**src/sv/mfp_pkg.sv**
```systemverilog
package mfp_pkg;

    // Header layout: two nibble bytes, three 32-bit ids, a 16-byte IV, a 16-bit length.
    localparam int HEADER_BYTES = 2 + 4 + 4 + 4 + 16 + 2;

    // Reset value of the payload length limit.
    localparam logic [15:0] MAX_PAYLOAD_RESET = 16'd1024;

    // Default depth of the queue between the front and back parts.
    localparam int QUEUE_DEPTH_DEF = 4;

    // Kind of a result item.
    typedef enum logic [2:0] {
        KIND_IV_HI   = 3'd0,
        KIND_IV_LO   = 3'd1,
        KIND_HEADER  = 3'd2,
        KIND_PAYLOAD = 3'd3,
        KIND_ERROR   = 3'd4
    } t_kind;

    // Frame status carried by an error result.
    typedef enum logic [1:0] {
        ST_OK        = 2'd0,
        ST_TOO_LONG  = 2'd1,
        ST_SHORT_HDR = 2'd2,
        ST_SHORT_PAY = 2'd3
    } t_status;

    // Header fields as they travel through the queue.
    typedef struct packed {
        logic [15:0] nibbles;
        logic [31:0] group_id;
        logic [31:0] sender_id;
        logic [31:0] sequence_number;
        logic [15:0] payload_length;
    } t_hdr;

    // One queue entry: a first result, optionally followed by an error end.
    typedef struct packed {
        t_kind        kind;
        logic         last;
        t_status      status;
        logic         extra;
        t_status      extra_status;
        logic [127:0] data;
    } t_cmd;

    // One result item as it is presented on the output channel.
    typedef struct packed {
        t_kind       kind;
        logic [3:0]  version;
        logic [3:0]  msg_type;
        logic [3:0]  qos;
        logic [3:0]  hops;
        logic [31:0] group_id;
        logic [31:0] sender_id;
        logic [31:0] sequence_number;
        logic [15:0] payload_length;
        logic [63:0] data_word;
        logic        last;
        t_status     status;
    } t_result;

    // Queue status seen by the front and back parts.
    typedef struct packed {
        logic full;
        logic empty;
    } t_qstat;

endpackage

```
**src/sv/mfp_front.sv**
```systemverilog
module mfp_front (
    input  logic               i_clk,
    input  logic               i_rst_n,
    input  logic               i_in_valid,
    input  logic [7:0]         i_rx_byte,
    input  logic               i_end_of_frame,
    input  logic               i_cfg_wr_en,
    input  logic [15:0]        i_cfg_wr_data,
    input  mfp_pkg::t_qstat    i_qstat,
    output logic               o_push,
    output mfp_pkg::t_cmd      o_cmd
);
    import mfp_pkg::*;

    typedef enum logic [1:0] {
        PH_HEADER  = 2'd0,
        PH_PAYLOAD = 2'd1,
        PH_DISCARD = 2'd2
    } t_phase;

    // Header byte positions that close a field.
    localparam logic [4:0] POS_NIB_END   = 5'd1;
    localparam logic [4:0] POS_GROUP_END = 5'd5;
    localparam logic [4:0] POS_SEND_END  = 5'd9;
    localparam logic [4:0] POS_SEQ_END   = 5'd13;
    localparam logic [4:0] POS_IVHI_END  = 5'd21;
    localparam logic [4:0] POS_IVLO_END  = 5'd29;
    localparam logic [4:0] POS_LAST      = 5'(HEADER_BYTES - 1);

    t_phase      r_phase, n_phase;
    logic [4:0]  r_pos, n_pos;
    logic [63:0] r_acc, n_acc;
    logic [15:0] r_nib, n_nib;
    logic [31:0] r_gid, n_gid;
    logic [31:0] r_sid, n_sid;
    logic [31:0] r_seq, n_seq;
    logic [15:0] r_len, n_len;
    logic [15:0] r_cnt, n_cnt;
    logic [15:0] r_max_payload;
    logic        accept;
    logic        iv_done;
    logic [15:0] cnt_inc;
    t_hdr        hdr;

    assign accept  = i_in_valid && !i_qstat.full;
    assign cnt_inc = r_cnt + 16'd1;

    // Classify the byte and form the queue entry it causes.
    always_comb begin
        n_phase = r_phase;
        n_pos   = r_pos;
        n_acc   = r_acc;
        n_nib   = r_nib;
        n_gid   = r_gid;
        n_sid   = r_sid;
        n_seq   = r_seq;
        n_len   = r_len;
        n_cnt   = r_cnt;
        o_push  = 1'b0;
        o_cmd   = '0;
        iv_done = 1'b0;
        hdr     = '0;
        if (accept) begin
            case (r_phase)
                PH_HEADER: begin
                    n_acc = {r_acc[55:0], i_rx_byte};
                    if (r_pos <= POS_NIB_END) begin
                        n_nib = {r_nib[7:0], i_rx_byte};
                    end else if (r_pos == POS_GROUP_END) begin
                        n_gid = n_acc[31:0];
                    end else if (r_pos == POS_SEND_END) begin
                        n_sid = n_acc[31:0];
                    end else if (r_pos == POS_SEQ_END) begin
                        n_seq = n_acc[31:0];
                    end else if (r_pos == POS_IVHI_END || r_pos == POS_IVLO_END) begin
                        iv_done    = 1'b1;
                        o_push     = 1'b1;
                        o_cmd.kind = (r_pos == POS_IVHI_END) ? KIND_IV_HI : KIND_IV_LO;
                        o_cmd.data = {64'd0, n_acc};
                    end

                    if (r_pos == POS_LAST) begin
                        // Header complete: check the length and pick the next phase.
                        n_len = n_acc[15:0];
                        n_pos = '0;
                        n_cnt = '0;
                        hdr   = '{nibbles: r_nib, group_id: r_gid, sender_id: r_sid,
                                  sequence_number: r_seq, payload_length: n_acc[15:0]};
                        o_push     = 1'b1;
                        o_cmd.kind = KIND_HEADER;
                        o_cmd.data = hdr;
                        if (n_acc[15:0] > r_max_payload) begin
                            o_cmd.kind   = KIND_ERROR;
                            o_cmd.data   = '0;
                            o_cmd.last   = 1'b1;
                            o_cmd.status = ST_TOO_LONG;
                            n_phase      = i_end_of_frame ? PH_HEADER : PH_DISCARD;
                        end else if (n_acc[15:0] == 16'd0) begin
                            o_cmd.last = 1'b1;
                            n_phase    = i_end_of_frame ? PH_HEADER : PH_DISCARD;
                        end else if (i_end_of_frame) begin
                            o_cmd.extra        = 1'b1;
                            o_cmd.extra_status = ST_SHORT_PAY;
                            n_phase            = PH_HEADER;
                        end else begin
                            n_phase = PH_PAYLOAD;
                        end
                    end else if (i_end_of_frame) begin
                        // Frame ended inside the header.
                        n_pos  = '0;
                        o_push = 1'b1;
                        if (iv_done) begin
                            o_cmd.extra        = 1'b1;
                            o_cmd.extra_status = ST_SHORT_HDR;
                        end else begin
                            o_cmd.kind   = KIND_ERROR;
                            o_cmd.last   = 1'b1;
                            o_cmd.status = ST_SHORT_HDR;
                        end
                    end else begin
                        n_pos = r_pos + 5'd1;
                    end
                end
                PH_PAYLOAD: begin
                    n_cnt      = cnt_inc;
                    o_push     = 1'b1;
                    o_cmd.kind = KIND_PAYLOAD;
                    o_cmd.data = {120'd0, i_rx_byte};
                    if (cnt_inc == r_len) begin
                        o_cmd.last = 1'b1;
                        n_phase    = i_end_of_frame ? PH_HEADER : PH_DISCARD;
                    end else if (i_end_of_frame) begin
                        o_cmd.extra        = 1'b1;
                        o_cmd.extra_status = ST_SHORT_PAY;
                        n_phase            = PH_HEADER;
                    end
                end
                default: begin
                    // Discard until the end of the frame.
                    if (i_end_of_frame) begin
                        n_phase = PH_HEADER;
                        n_pos   = '0;
                    end
                end
            endcase
        end
    end

    // Parser state and the length limit register.
    always_ff @(posedge i_clk) begin
        if (!i_rst_n) begin
            r_phase       <= PH_HEADER;
            r_pos         <= '0;
            r_acc         <= '0;
            r_nib         <= '0;
            r_gid         <= '0;
            r_sid         <= '0;
            r_seq         <= '0;
            r_len         <= '0;
            r_cnt         <= '0;
            r_max_payload <= MAX_PAYLOAD_RESET;
        end else begin
            r_phase <= n_phase;
            r_pos   <= n_pos;
            r_acc   <= n_acc;
            r_nib   <= n_nib;
            r_gid   <= n_gid;
            r_sid   <= n_sid;
            r_seq   <= n_seq;
            r_len   <= n_len;
            r_cnt   <= n_cnt;
            if (i_cfg_wr_en) begin
                r_max_payload <= i_cfg_wr_data;
            end
        end
    end

endmodule

```
**src/sv/mfp_queue.sv**
```systemverilog
module mfp_queue #(
    parameter int DEPTH = mfp_pkg::QUEUE_DEPTH_DEF
) (
    input  logic            i_clk,
    input  logic            i_rst_n,
    input  logic            i_push,
    input  mfp_pkg::t_cmd   i_cmd,
    input  logic            i_pop,
    output mfp_pkg::t_cmd   o_head,
    output mfp_pkg::t_qstat o_qstat
);
    import mfp_pkg::*;

    localparam int PW = (DEPTH > 1) ? $clog2(DEPTH) : 1;
    localparam int CW = $clog2(DEPTH + 1);
    localparam logic [PW-1:0] PTR_LAST = PW'(DEPTH - 1);
    localparam logic [CW-1:0] CNT_FULL = CW'(DEPTH);

    t_cmd          r_mem [DEPTH];
    logic [PW-1:0] r_wr, r_rd;
    logic [CW-1:0] r_cnt;
    logic          do_push, do_pop;

    assign o_qstat.full  = (r_cnt == CNT_FULL);
    assign o_qstat.empty = (r_cnt == '0);
    assign o_head        = r_mem[r_rd];
    assign do_push       = i_push && !o_qstat.full;
    assign do_pop        = i_pop && !o_qstat.empty;

    // Entry storage.
    always_ff @(posedge i_clk) begin
        if (do_push) begin
            r_mem[r_wr] <= i_cmd;
        end
    end

    // Pointers and fill count.
    always_ff @(posedge i_clk) begin
        if (!i_rst_n) begin
            r_wr  <= '0;
            r_rd  <= '0;
            r_cnt <= '0;
        end else begin
            if (do_push) begin
                r_wr <= (r_wr == PTR_LAST) ? '0 : r_wr + PW'(1);
            end
            if (do_pop) begin
                r_rd <= (r_rd == PTR_LAST) ? '0 : r_rd + PW'(1);
            end
            if (do_push && !do_pop) begin
                r_cnt <= r_cnt + CW'(1);
            end else if (do_pop && !do_push) begin
                r_cnt <= r_cnt - CW'(1);
            end
        end
    end

endmodule

```
**src/sv/mfp_back.sv**
```systemverilog
module mfp_back (
    input  logic             i_clk,
    input  logic             i_rst_n,
    input  mfp_pkg::t_cmd    i_head,
    input  mfp_pkg::t_qstat  i_qstat,
    input  logic             i_out_stall,
    output logic             o_pop,
    output logic             o_out_valid,
    output mfp_pkg::t_result o_result
);
    import mfp_pkg::*;

    logic    r_valid;
    logic    r_second, n_second;
    t_result r_res, n_res;
    logic    load, take;
    t_hdr    hdr;

    assign load  = !r_valid || !i_out_stall;
    assign take  = load && !i_qstat.empty;
    assign o_pop = take && (r_second || !i_head.extra);
    assign hdr   = t_hdr'(i_head.data);

    // Expand the head entry into the next result item.
    always_comb begin
        n_res    = '0;
        n_second = r_second;
        if (take) begin
            n_second = !r_second && i_head.extra;
        end
        if (r_second) begin
            n_res.kind   = KIND_ERROR;
            n_res.last   = 1'b1;
            n_res.status = i_head.extra_status;
        end else begin
            n_res.kind   = i_head.kind;
            n_res.last   = i_head.last;
            n_res.status = i_head.status;
            case (i_head.kind)
                KIND_HEADER: begin
                    n_res.version         = hdr.nibbles[15:12];
                    n_res.msg_type        = hdr.nibbles[11:8];
                    n_res.qos             = hdr.nibbles[7:4];
                    n_res.hops            = hdr.nibbles[3:0];
                    n_res.group_id        = hdr.group_id;
                    n_res.sender_id       = hdr.sender_id;
                    n_res.sequence_number = hdr.sequence_number;
                    n_res.payload_length  = hdr.payload_length;
                end
                KIND_IV_HI, KIND_IV_LO, KIND_PAYLOAD: begin
                    n_res.data_word = i_head.data[63:0];
                end
                default: begin
                    n_res.data_word = '0;
                end
            endcase
        end
    end

    // Output register.
    always_ff @(posedge i_clk) begin
        if (!i_rst_n) begin
            r_valid  <= 1'b0;
            r_second <= 1'b0;
        end else begin
            if (load) begin
                r_valid <= take;
            end
            r_second <= n_second;
        end
        if (take) begin
            r_res <= n_res;
        end
    end

    assign o_out_valid = r_valid;
    assign o_result    = r_res;

endmodule

```
**src/sv/message_frame_parser.sv**
```systemverilog
// Channel   Direction  Handshake               Payload
// in        input      i_in_valid / o_in_stall i_rx_byte, i_end_of_frame
// out       output     o_out_valid/i_out_stall o_out_kind ... o_status
// cfg       input      i_cfg_wr_en             i_cfg_wr_data (max_payload)
//
// One input byte is accepted per cycle while o_in_stall is low; the front part
// classifies it in that cycle. Results leave one per cycle through the output register
// while i_out_stall is low. A byte may cause two results (an IV half, header or payload
// byte followed by an error end); the queue of QUEUE_DEPTH entries absorbs such
// bursts and output stalls. o_in_stall is high exactly while the queue is full.
// Reset is synchronous and active low; it clears control state and sets max_payload
// to 1024, and no result is pending after it.
module message_frame_parser #(
    parameter int QUEUE_DEPTH = mfp_pkg::QUEUE_DEPTH_DEF
) (
    input  logic        i_clk,
    input  logic        i_rst_n,
    input  logic        i_in_valid,
    output logic        o_in_stall,
    input  logic [7:0]  i_rx_byte,
    input  logic        i_end_of_frame,
    input  logic        i_cfg_wr_en,
    input  logic [15:0] i_cfg_wr_data,
    output logic        o_out_valid,
    input  logic        i_out_stall,
    output logic [2:0]  o_out_kind,
    output logic [3:0]  o_version,
    output logic [3:0]  o_msg_type,
    output logic [3:0]  o_qos,
    output logic [3:0]  o_hops,
    output logic [31:0] o_group_id,
    output logic [31:0] o_sender_id,
    output logic [31:0] o_sequence_number,
    output logic [15:0] o_payload_length,
    output logic [63:0] o_data_word,
    output logic        o_last,
    output logic [1:0]  o_status
);
    import mfp_pkg::*;

    t_cmd    push_cmd, head;
    t_qstat  qstat;
    t_result res;
    logic    push, pop;

    assign o_in_stall = qstat.full;

    // Front part: parse bytes into queue entries.
    mfp_front u_front (
        .i_clk          (i_clk),
        .i_rst_n        (i_rst_n),
        .i_in_valid     (i_in_valid),
        .i_rx_byte      (i_rx_byte),
        .i_end_of_frame (i_end_of_frame),
        .i_cfg_wr_en    (i_cfg_wr_en),
        .i_cfg_wr_data  (i_cfg_wr_data),
        .i_qstat        (qstat),
        .o_push         (push),
        .o_cmd          (push_cmd)
    );

    // Queue between the two parts.
    mfp_queue #(
        .DEPTH (QUEUE_DEPTH)
    ) u_queue (
        .i_clk   (i_clk),
        .i_rst_n (i_rst_n),
        .i_push  (push),
        .i_cmd   (push_cmd),
        .i_pop   (pop),
        .o_head  (head),
        .o_qstat (qstat)
    );

    // Back part: emit result items.
    mfp_back u_back (
        .i_clk       (i_clk),
        .i_rst_n     (i_rst_n),
        .i_head      (head),
        .i_qstat     (qstat),
        .i_out_stall (i_out_stall),
        .o_pop       (pop),
        .o_out_valid (o_out_valid),
        .o_result    (res)
    );

    assign o_out_kind        = res.kind;
    assign o_version         = res.version;
    assign o_msg_type        = res.msg_type;
    assign o_qos             = res.qos;
    assign o_hops            = res.hops;
    assign o_group_id        = res.group_id;
    assign o_sender_id       = res.sender_id;
    assign o_sequence_number = res.sequence_number;
    assign o_payload_length  = res.payload_length;
    assign o_data_word       = res.data_word;
    assign o_last            = res.last;
    assign o_status          = res.status;

endmodule

```
**config.mk**
```make
export PLATFORM = sky130hd
export DESIGN_NAME = message_frame_parser
export DESIGN_NICKNAME = d
export VERILOG_FILES = /design/src/sv/mfp_pkg.sv /design/src/sv/mfp_front.sv /design/src/sv/mfp_queue.sv /design/src/sv/mfp_back.sv /design/src/sv/message_frame_parser.sv
export SDC_FILE = /design/constraint.sdc
export NUM_CORES = 1
export LEC_CHECK = 0
export BUFFER_PORTS_ARGS = -buffer_cell sky130_fd_sc_hd__buf_2
export CORE_ASPECT_RATIO = 1.75
export CORE_MARGIN = 4
export CORE_UTILIZATION = 40
export CTS_CLUSTER_SIZE = 25
export DETAILED_ROUTE_END_ITERATION = 6
export SKIP_CTS_REPAIR_TIMING = 1
export SLEW_MARGIN = 20
export SYNTH_ARGS = -nofsm -noshare
export SYNTH_HDL_FRONTEND = slang
export SYNTH_SLANG_ARGS = --single-unit
export TNS_END_PERCENT = 100
```
**constraint.sdc**
```tcl
create_clock -name i_clk -period 11.9 [get_ports i_clk]
set_input_delay 0.595 -clock i_clk [delete_from_list [all_inputs] [get_ports i_clk]]
set_output_delay 0.595 -clock i_clk [all_outputs]
set_load 0.03 [all_outputs]
```
==> summary.md, run 1 <==
| Metric | Value |
|---|---|
| VDD IR max | 0.000210 V |
| Final Hold Viols | 0 |
| Post-synthesis instance total | 2523 |
| Crit Path Category | flop to flop |
| Drt first pass iters | 5 |
| CTS tree | yes |
| CTS clk-pin slew, worst paths | 0.06 ns |
| Ys flop type | edfxtp_1 |
| Top Metal Used | met5 |
| Detailed placement HPWL | 58900 um |
| Total GRT Usage | 0.185 |
| Slew @ Worst Pin | 1.09 ns |
| Total gr overflow | 0 |
| Clock latency at the later pin of the worst-skew pair | 0.67 ns |
| ANT nets after route | 0 |
| Final Util | 0.460 |
| DR vias | 21200 |
| Endpoints failing setup | 0 |
| Top cells by count, synth | 742 x edfxtp_1, 360 x nand2_1, 284 x and2_1, 234 x dfxtp_1, 163 x a21boi_0 |
| Clk_skew | 0.0282 ns |
| # H-tree levels | 3 |
| Layout cell share with drive strength beyond 1 | 0.205 |
| Area leader, netlist | edfxtp_1 |
| Worst setup SP type | flop |
| Initial antenna violation count | 2 |
| Met1 wire length | 38000 um |
| Hold Path Class | input port to flop |
| Number of distinct library cells after synthesis | 64 |
| Max-slew violations | 0 |
| Routed WL per cell | 23.6 um |
| Synth Net Count | 2580 |
| Yosys reg bits | 976 |
| Seq/Total Area, Yosys | 0.706 |
| Buffers on Ports | 229 |
| WL met2 | 48200 um |
| Total leakage power | 0.0144 uW |
| Vias in the first global route | 22300 |
| Avg Cell Area, Syn | 15.1 um^2 |
| CP Data Arrival Time | 4.86 ns |
| Nets@finish | 2760 |
| Routed wire length | 94100 um |
| Root buffer cell | clkbuf_16 |
| Top cells by area, synth | edfxtp_1 58%, dfxtp_1 12%, mux4_2 8.0% |
| Layout area overhead | 13.7% |
| Max frequency | 229 MHz |
| Fraction of registers with async set/reset | 0 |
| Initial core utilization | 0.404 |
| GPL Wtd Cong | 0.852 |
| Drt via density | 5.30 |
| Most numerous cell in the Yosys netlist | edfxtp_1 |
| CP max FO | 78 |
| RSZ-0062 raised after global routing | no |
| I/O pin cnt | 230 |
| Yosys warning count | 0 |
| Core area | 0.0945 mm^2 |
| Die W | 242 um |
| CP required | 12.38 ns |
| Die Y | 417 um |
| Worst setup EP type | flop |
| Cell row count | 149 |
| Met3 wire len | 4210 um |
| DIE AREA | 0.101 mm^2 |
| Max-slew headroom | 0.272 |
| Crit path time final | 4.37 ns |
| First-pass GRT wire length | 142000 um |
| DRC viols | 0 |
| DR iter-0 viols | 1569 |
| Max cap viols | 0 |
| Maximum number of pins on one net before global-route repair | 164 |
| Outcome | complete, no violations |
| Post-Syn Area | 0.0382 mm^2 |
| Final Cycle Share | 0.367 |
| Cts bufs inserted | 89 |
| Max Root-Sink Buffers | 3 |
| Post-route setup TNS | 0 ns |
| EDFF count, synth | 742 |
| Power Density | 224 mW/mm^2 |
| Clock sink count | 976 |
| Share of the synthesized area in the top cell type | 0.583 |
==> cell usage in the layout (no fill, tap or decap), types with 28 or more instances in the layout <==
master and count:
a21boi_0 163, a22o_1 48, and2_1 280, buf_2 228
clkbuf_16 91, dfxtp_1 232, edfxtp_1 742, mux2i_1 35
mux4_2 136, nand2_1 360, nand3_1 28, nor2b_1 47
==> registers in the layout, summed over array words and instances, names as in the netlist, 32 cells and up, named ones only <==
name and flops:
u_back.o_result 198, u_front.r_sid 32, u_front.r_gid 32, u_front.r_acc 56
u_front.r_seq 32, u_queue.r_mem 544
==> path summary, 6_finish.rpt <==
check / to / startpoint / cells after the start / slack [ns]
worst max-delay path: u_queue.r_mem[2][28] / u_front.r_acc[7] / 9 / 7.53
worst min-delay path: u_front.r_max_payload[10] / i_cfg_wr_data[10] / 3 / 0.19
worst max register to register: u_queue.r_mem[2][28] / u_front.r_acc[7] / 9 / 7.53
worst min register to register: u_front.r_gid[30] / u_front.r_gid[30] / 2 / 0.46
==> critical path: stages, from the launching register on <==
cell and delay, ns:
dfxtp_1 0.59, ha_1 0.35, nand4_1 0.16, nor3_1 0.07
or3_1 0.34, nor4_1 0.52, o211ai_2 0.24, nor2_4 0.57
buf_4 0.86, a22o_1 0.37
==> area by class of cell <==
type	count	area [um^2]
fill	8190	51100
sequential	976	27000
multi-input combinational	1352	10500
clock buffer	119	2500
tap	1208	1510
timing repair buffer	257	1380
clock inverter	49	457
inverter	27	101
antenna	2	5.00
==> power breakdown <==
group,internal [uW],total [uW],switching (uW)
clock,1620,2890,1270
sequential,4270,4470,205
combinational,742,2370,1630
total,6630,9740,3110
==> logic make-up (layout without fill, tap and decap cells) <==
kind of cell / count (synthesis) / after routing / synth area share
flops: 976 / 976 / 0.706
simple gates: 829 / 829 / 0.111
compound gates: 302 / 302 / 0.0580
buf+inv: 195 / 452 / 0.0213
mux: 171 / 171 / 0.0893
fa+ha+maj: 27 / 27 / 0.00904
xor+xnor: 23 / 23 / 0.00527
other cells: 0 / 2 / 0
==> through the flow <==
step | setup WS, ns | area (um^2) | total power (uW) | instances | hold WS [ns]
after floorplan | 4.09 | 38200 | 6260 | 2523 | 0.430
after global placement | 7.58 | 40500 | 6960 | 3820 | 0.449
after detailed placement | 7.47 | 40500 | 7000 | 3820 | 0.455
after CTS | 7.55 | 43400 | 9910 | 3988 | 0.128
after global routing | 7.29 | 43400 | 10200 | 3988 | 0.163
final | 7.53 | 43400 | 9740 | 3990 | 0.188
==> per-layer routing <==
layer  vias to the layer above  track usage
met4                         2       0.0748
met5                         -            0
met1                     10800        0.225
met2                       536        0.326
met3                       177       0.0316
li1                       9621            -
Note: power is estimated with default switching activity, not from simulation.
==> run 2: changes to the inputs <==
==> constraint.sdc (replaced) <==
create_clock -name i_clk -period 4 [get_ports i_clk]
set_input_delay 0.2 -clock i_clk [delete_from_list [all_inputs] [get_ports i_clk]]
set_output_delay 0.2 -clock i_clk [all_outputs]
set_load 0.03 [all_outputs]
==> run 2 against run 1 <==
Final cell count is 0.98% higher. Critical path depth increased by 2. Sequential power rose to 2.9 times the previous value. Power grew to 3.0 times the previous value. Setup slack worse by 7.0 ns. Highest routed layer is now met4. Sequential cell count is the same.
==> summary.md, run 2 (synthesis results as in run 1) <==
| Metric | Value |
|---|---|
| I/O pin cnt | 230 (unchanged) |
| Most frequent cells in the layout | 742 x edfxtp_1, 360 x nand2_1, 280 x and2_1, 228 x buf_2, 228 x dfxtp_1 (was 742 x edfxtp_1, 360 x nand2_1, 280 x and2_1, 232 x dfxtp_1, 228 x buf_2) |
| Worst setup SP type | flop (unchanged) |
| Sw power | 9300 uW (was 3110 uW) |
| VDD IR max | 0.000595 V (was 0.000210 V) |
| Non-filler cells, final | 4029 (was 3990) |
| Final Util | 0.466 (was 0.460) |
| DRC viols | 0 (unchanged) |
| Slew @ Worst Pin | 1.08 ns (was 1.09 ns) |
| DIE AREA | 0.101 mm^2 (unchanged) |
| Max Root-Sink Buffers | 3 (unchanged) |
| Drt first pass iters | 5 (unchanged) |
| Initial antenna violation count | 4 (was 2) |
| FILL cells | 8228 (was 8190) |
| Maximum number of pins on one net before global-route repair | 135 (was 164) |
| Clock sink count | 976 (unchanged) |
| RSZ-0062 raised after global routing | no (unchanged) |
| Placement Cell Area | 0.0408 mm^2 (was 0.0405 mm^2) |
| Hold Path Class | input port to flop (unchanged) |
| Power Internal | 20000 uW (was 6630 uW) |
| Max-slew headroom | 0.279 (was 0.272) |
| DR vias | 21200 (about the same) |
| First-pass GRT wire length | 140000 um (was 142000 um) |
| Die W | 242 um (unchanged) |
| Total gr overflow | 0 (unchanged) |
| CP Data Arrival Time | 3.92 ns (was 4.86 ns) |
| Layout area overhead | 15.2% (was 13.7%) |
| Core area | 0.0945 mm^2 (unchanged) |
| Clock network power share | 0.299 (was 0.297) |
| Most common cell after layout, fill and taps aside | edfxtp_1 (unchanged) |
| Crit path time final | 3.43 ns (was 4.37 ns) |
| Vias in the first global route | 22200 (was 22300) |
| Total leakage power | 0.0146 uW (was 0.0144 uW) |
| CTS tree | yes (unchanged) |
| Max-slew violations | 0 (unchanged) |
| Routed wire length | 93800 um (was 94100 um) |
| Clock latency at the later pin of the worst-skew pair | 0.67 ns (about the same) |
| Routed WL per cell | 23.3 um (was 23.6 um) |
| CTS clk-pin slew, worst paths | 0.06 ns (about the same) |
| Endpoints failing setup | 0 (unchanged) |
| Top reg by flops | u_queue.r_mem (unchanged) |
| Final WS setup | 0.565 ns (was 7.53 ns) |
| Total GRT Usage | 0.183 (was 0.185) |
| Detailed placement HPWL | 56500 um (was 58900 um) |
| Max frequency | 291 MHz (was 229 MHz) |
| CP max FO | 85 (was 78) |
| Initial core utilization | 0.404 (unchanged) |
| Clk_skew | 0.0255 ns (was 0.0282 ns) |
| Final Hold Viols | 0 (unchanged) |
| # H-tree levels | 3 (unchanged) |
| Worst setup EP type | flop (unchanged) |
| Outcome | complete, no violations (unchanged) |
| Nets@finish | 2801 (was 2760) |
| CP required | 4.49 ns (was 12.38 ns) |
| Cell row count | 149 (unchanged) |
| Max cap viols | 0 (unchanged) |
| Min Hold Slack | 0.0460 ns (was 0.188 ns) |
| Buffers on Ports | 229 (unchanged) |
| Root buffer cell | clkbuf_16 (unchanged) |
| Sw Ratio | 0.318 (was 0.319) |
| Crit Path Category | flop to flop (unchanged) |
| Dpl cells | 3839 (was 3820) |
| GPL Wtd Cong | 0.784 (was 0.852) |
| Power Density | 665 mW/mm^2 (was 224 mW/mm^2) |
| Register share of total power | 0.449 (was 0.459) |
| Max reg flops | 544 (unchanged) |
| Post-route design area | 0.0440 mm^2 (was 0.0434 mm^2) |
| Cts bufs inserted | 90 (was 89) |
| Drt via density | 5.26 (was 5.30) |
| Final Cycle Share | 0.859 (was 0.367) |
| Layout cell share with drive strength beyond 1 | 0.211 (was 0.205) |
| Gate power share | 0.252 (was 0.244) |
| DR iter-0 viols | 1446 (was 1569) |
| ANT nets after route | 0 (unchanged) |
| Die Y | 417 um (unchanged) |
| DP Worst Slack | 0.594 ns (was 7.47 ns) |
[run 2: path summary, 6_finish.rpt]
path	slack, ns	depth (start not counted)	start	to
worst max-delay path	0.57	11	u_front.r_max_payload[14]	u_queue.r_mem[2][53]
worst min-delay path	0.05	4	i_end_of_frame	u_front.r_phase[0]
worst max register to register	0.57	11	u_front.r_max_payload[14]	u_queue.r_mem[2][53]
worst min register to register	0.46	2	u_front.r_sid[8]	u_front.r_sid[8]
[run 2: critical path: stages (launching register included)]
cell      delay, ns
dfxtp_1        0.34
inv_1          0.06
ha_1           0.31
nand4_1        0.18
nor3_1         0.07
or3_1          0.34
nor4_1         0.28
buf_4          0.17
o211ai_2       0.15
nor2_4         0.50
buf_12         0.44
a22o_1         0.31
[run 2: power groups by stage]
| stage | registers (uW) | logic (uW) | clock network [uW] |
|---|---|---|---|
| 2_1_floorplan | 15400 | 2920 | 0 |
| 3_3_place_gp | 13300 | 7500 | 0 |
| 3_5_place_dp | 13400 | 7600 | 0 |
| 4_1_cts | 13200 | 7610 | 8980 |
| 5_1_grt | 13300 | 7940 | 9370 |
| 6_report | 13100 | 7400 | 8760 |
[run 2: metrics by stage]
stage,TNS [ns],total power (uW)
floorplan,-29.03,18400
global placement,0,20800
detailed placement,0,21000
CTS,0,29800
global route,0,30600
finish,0,29300
[run 2: layer usage]
| metal | up-vias | GRT usage | routed length [um] |
|---|---|---|---|
| met1 | 10800 | 0.218 | 36900 |
| met3 | 158 | 0.0317 | 4950 |
| met5 | - | 0 | 0 |
| met2 | 603 | 0.332 | 48700 |
| met4 | 0 | 0.0694 | 3290 |
| li1 | 9682 | - | - |
[run 2: layout make-up]
class | count | area (um^2) | share of cell area
inverter | 27 | 101 | 0.00230
clock inverter | 45 | 453 | 0.0103
clock buffer | 122 | 2570 | 0.0583
antenna | 2 | 5.00 | 0.000114
timing repair buffer | 297 | 1890 | 0.0429
tap | 1208 | 1510 | 0.0343
multi-input combinational | 1352 | 10500 | 0.239
sequential | 976 | 27000 | 0.613
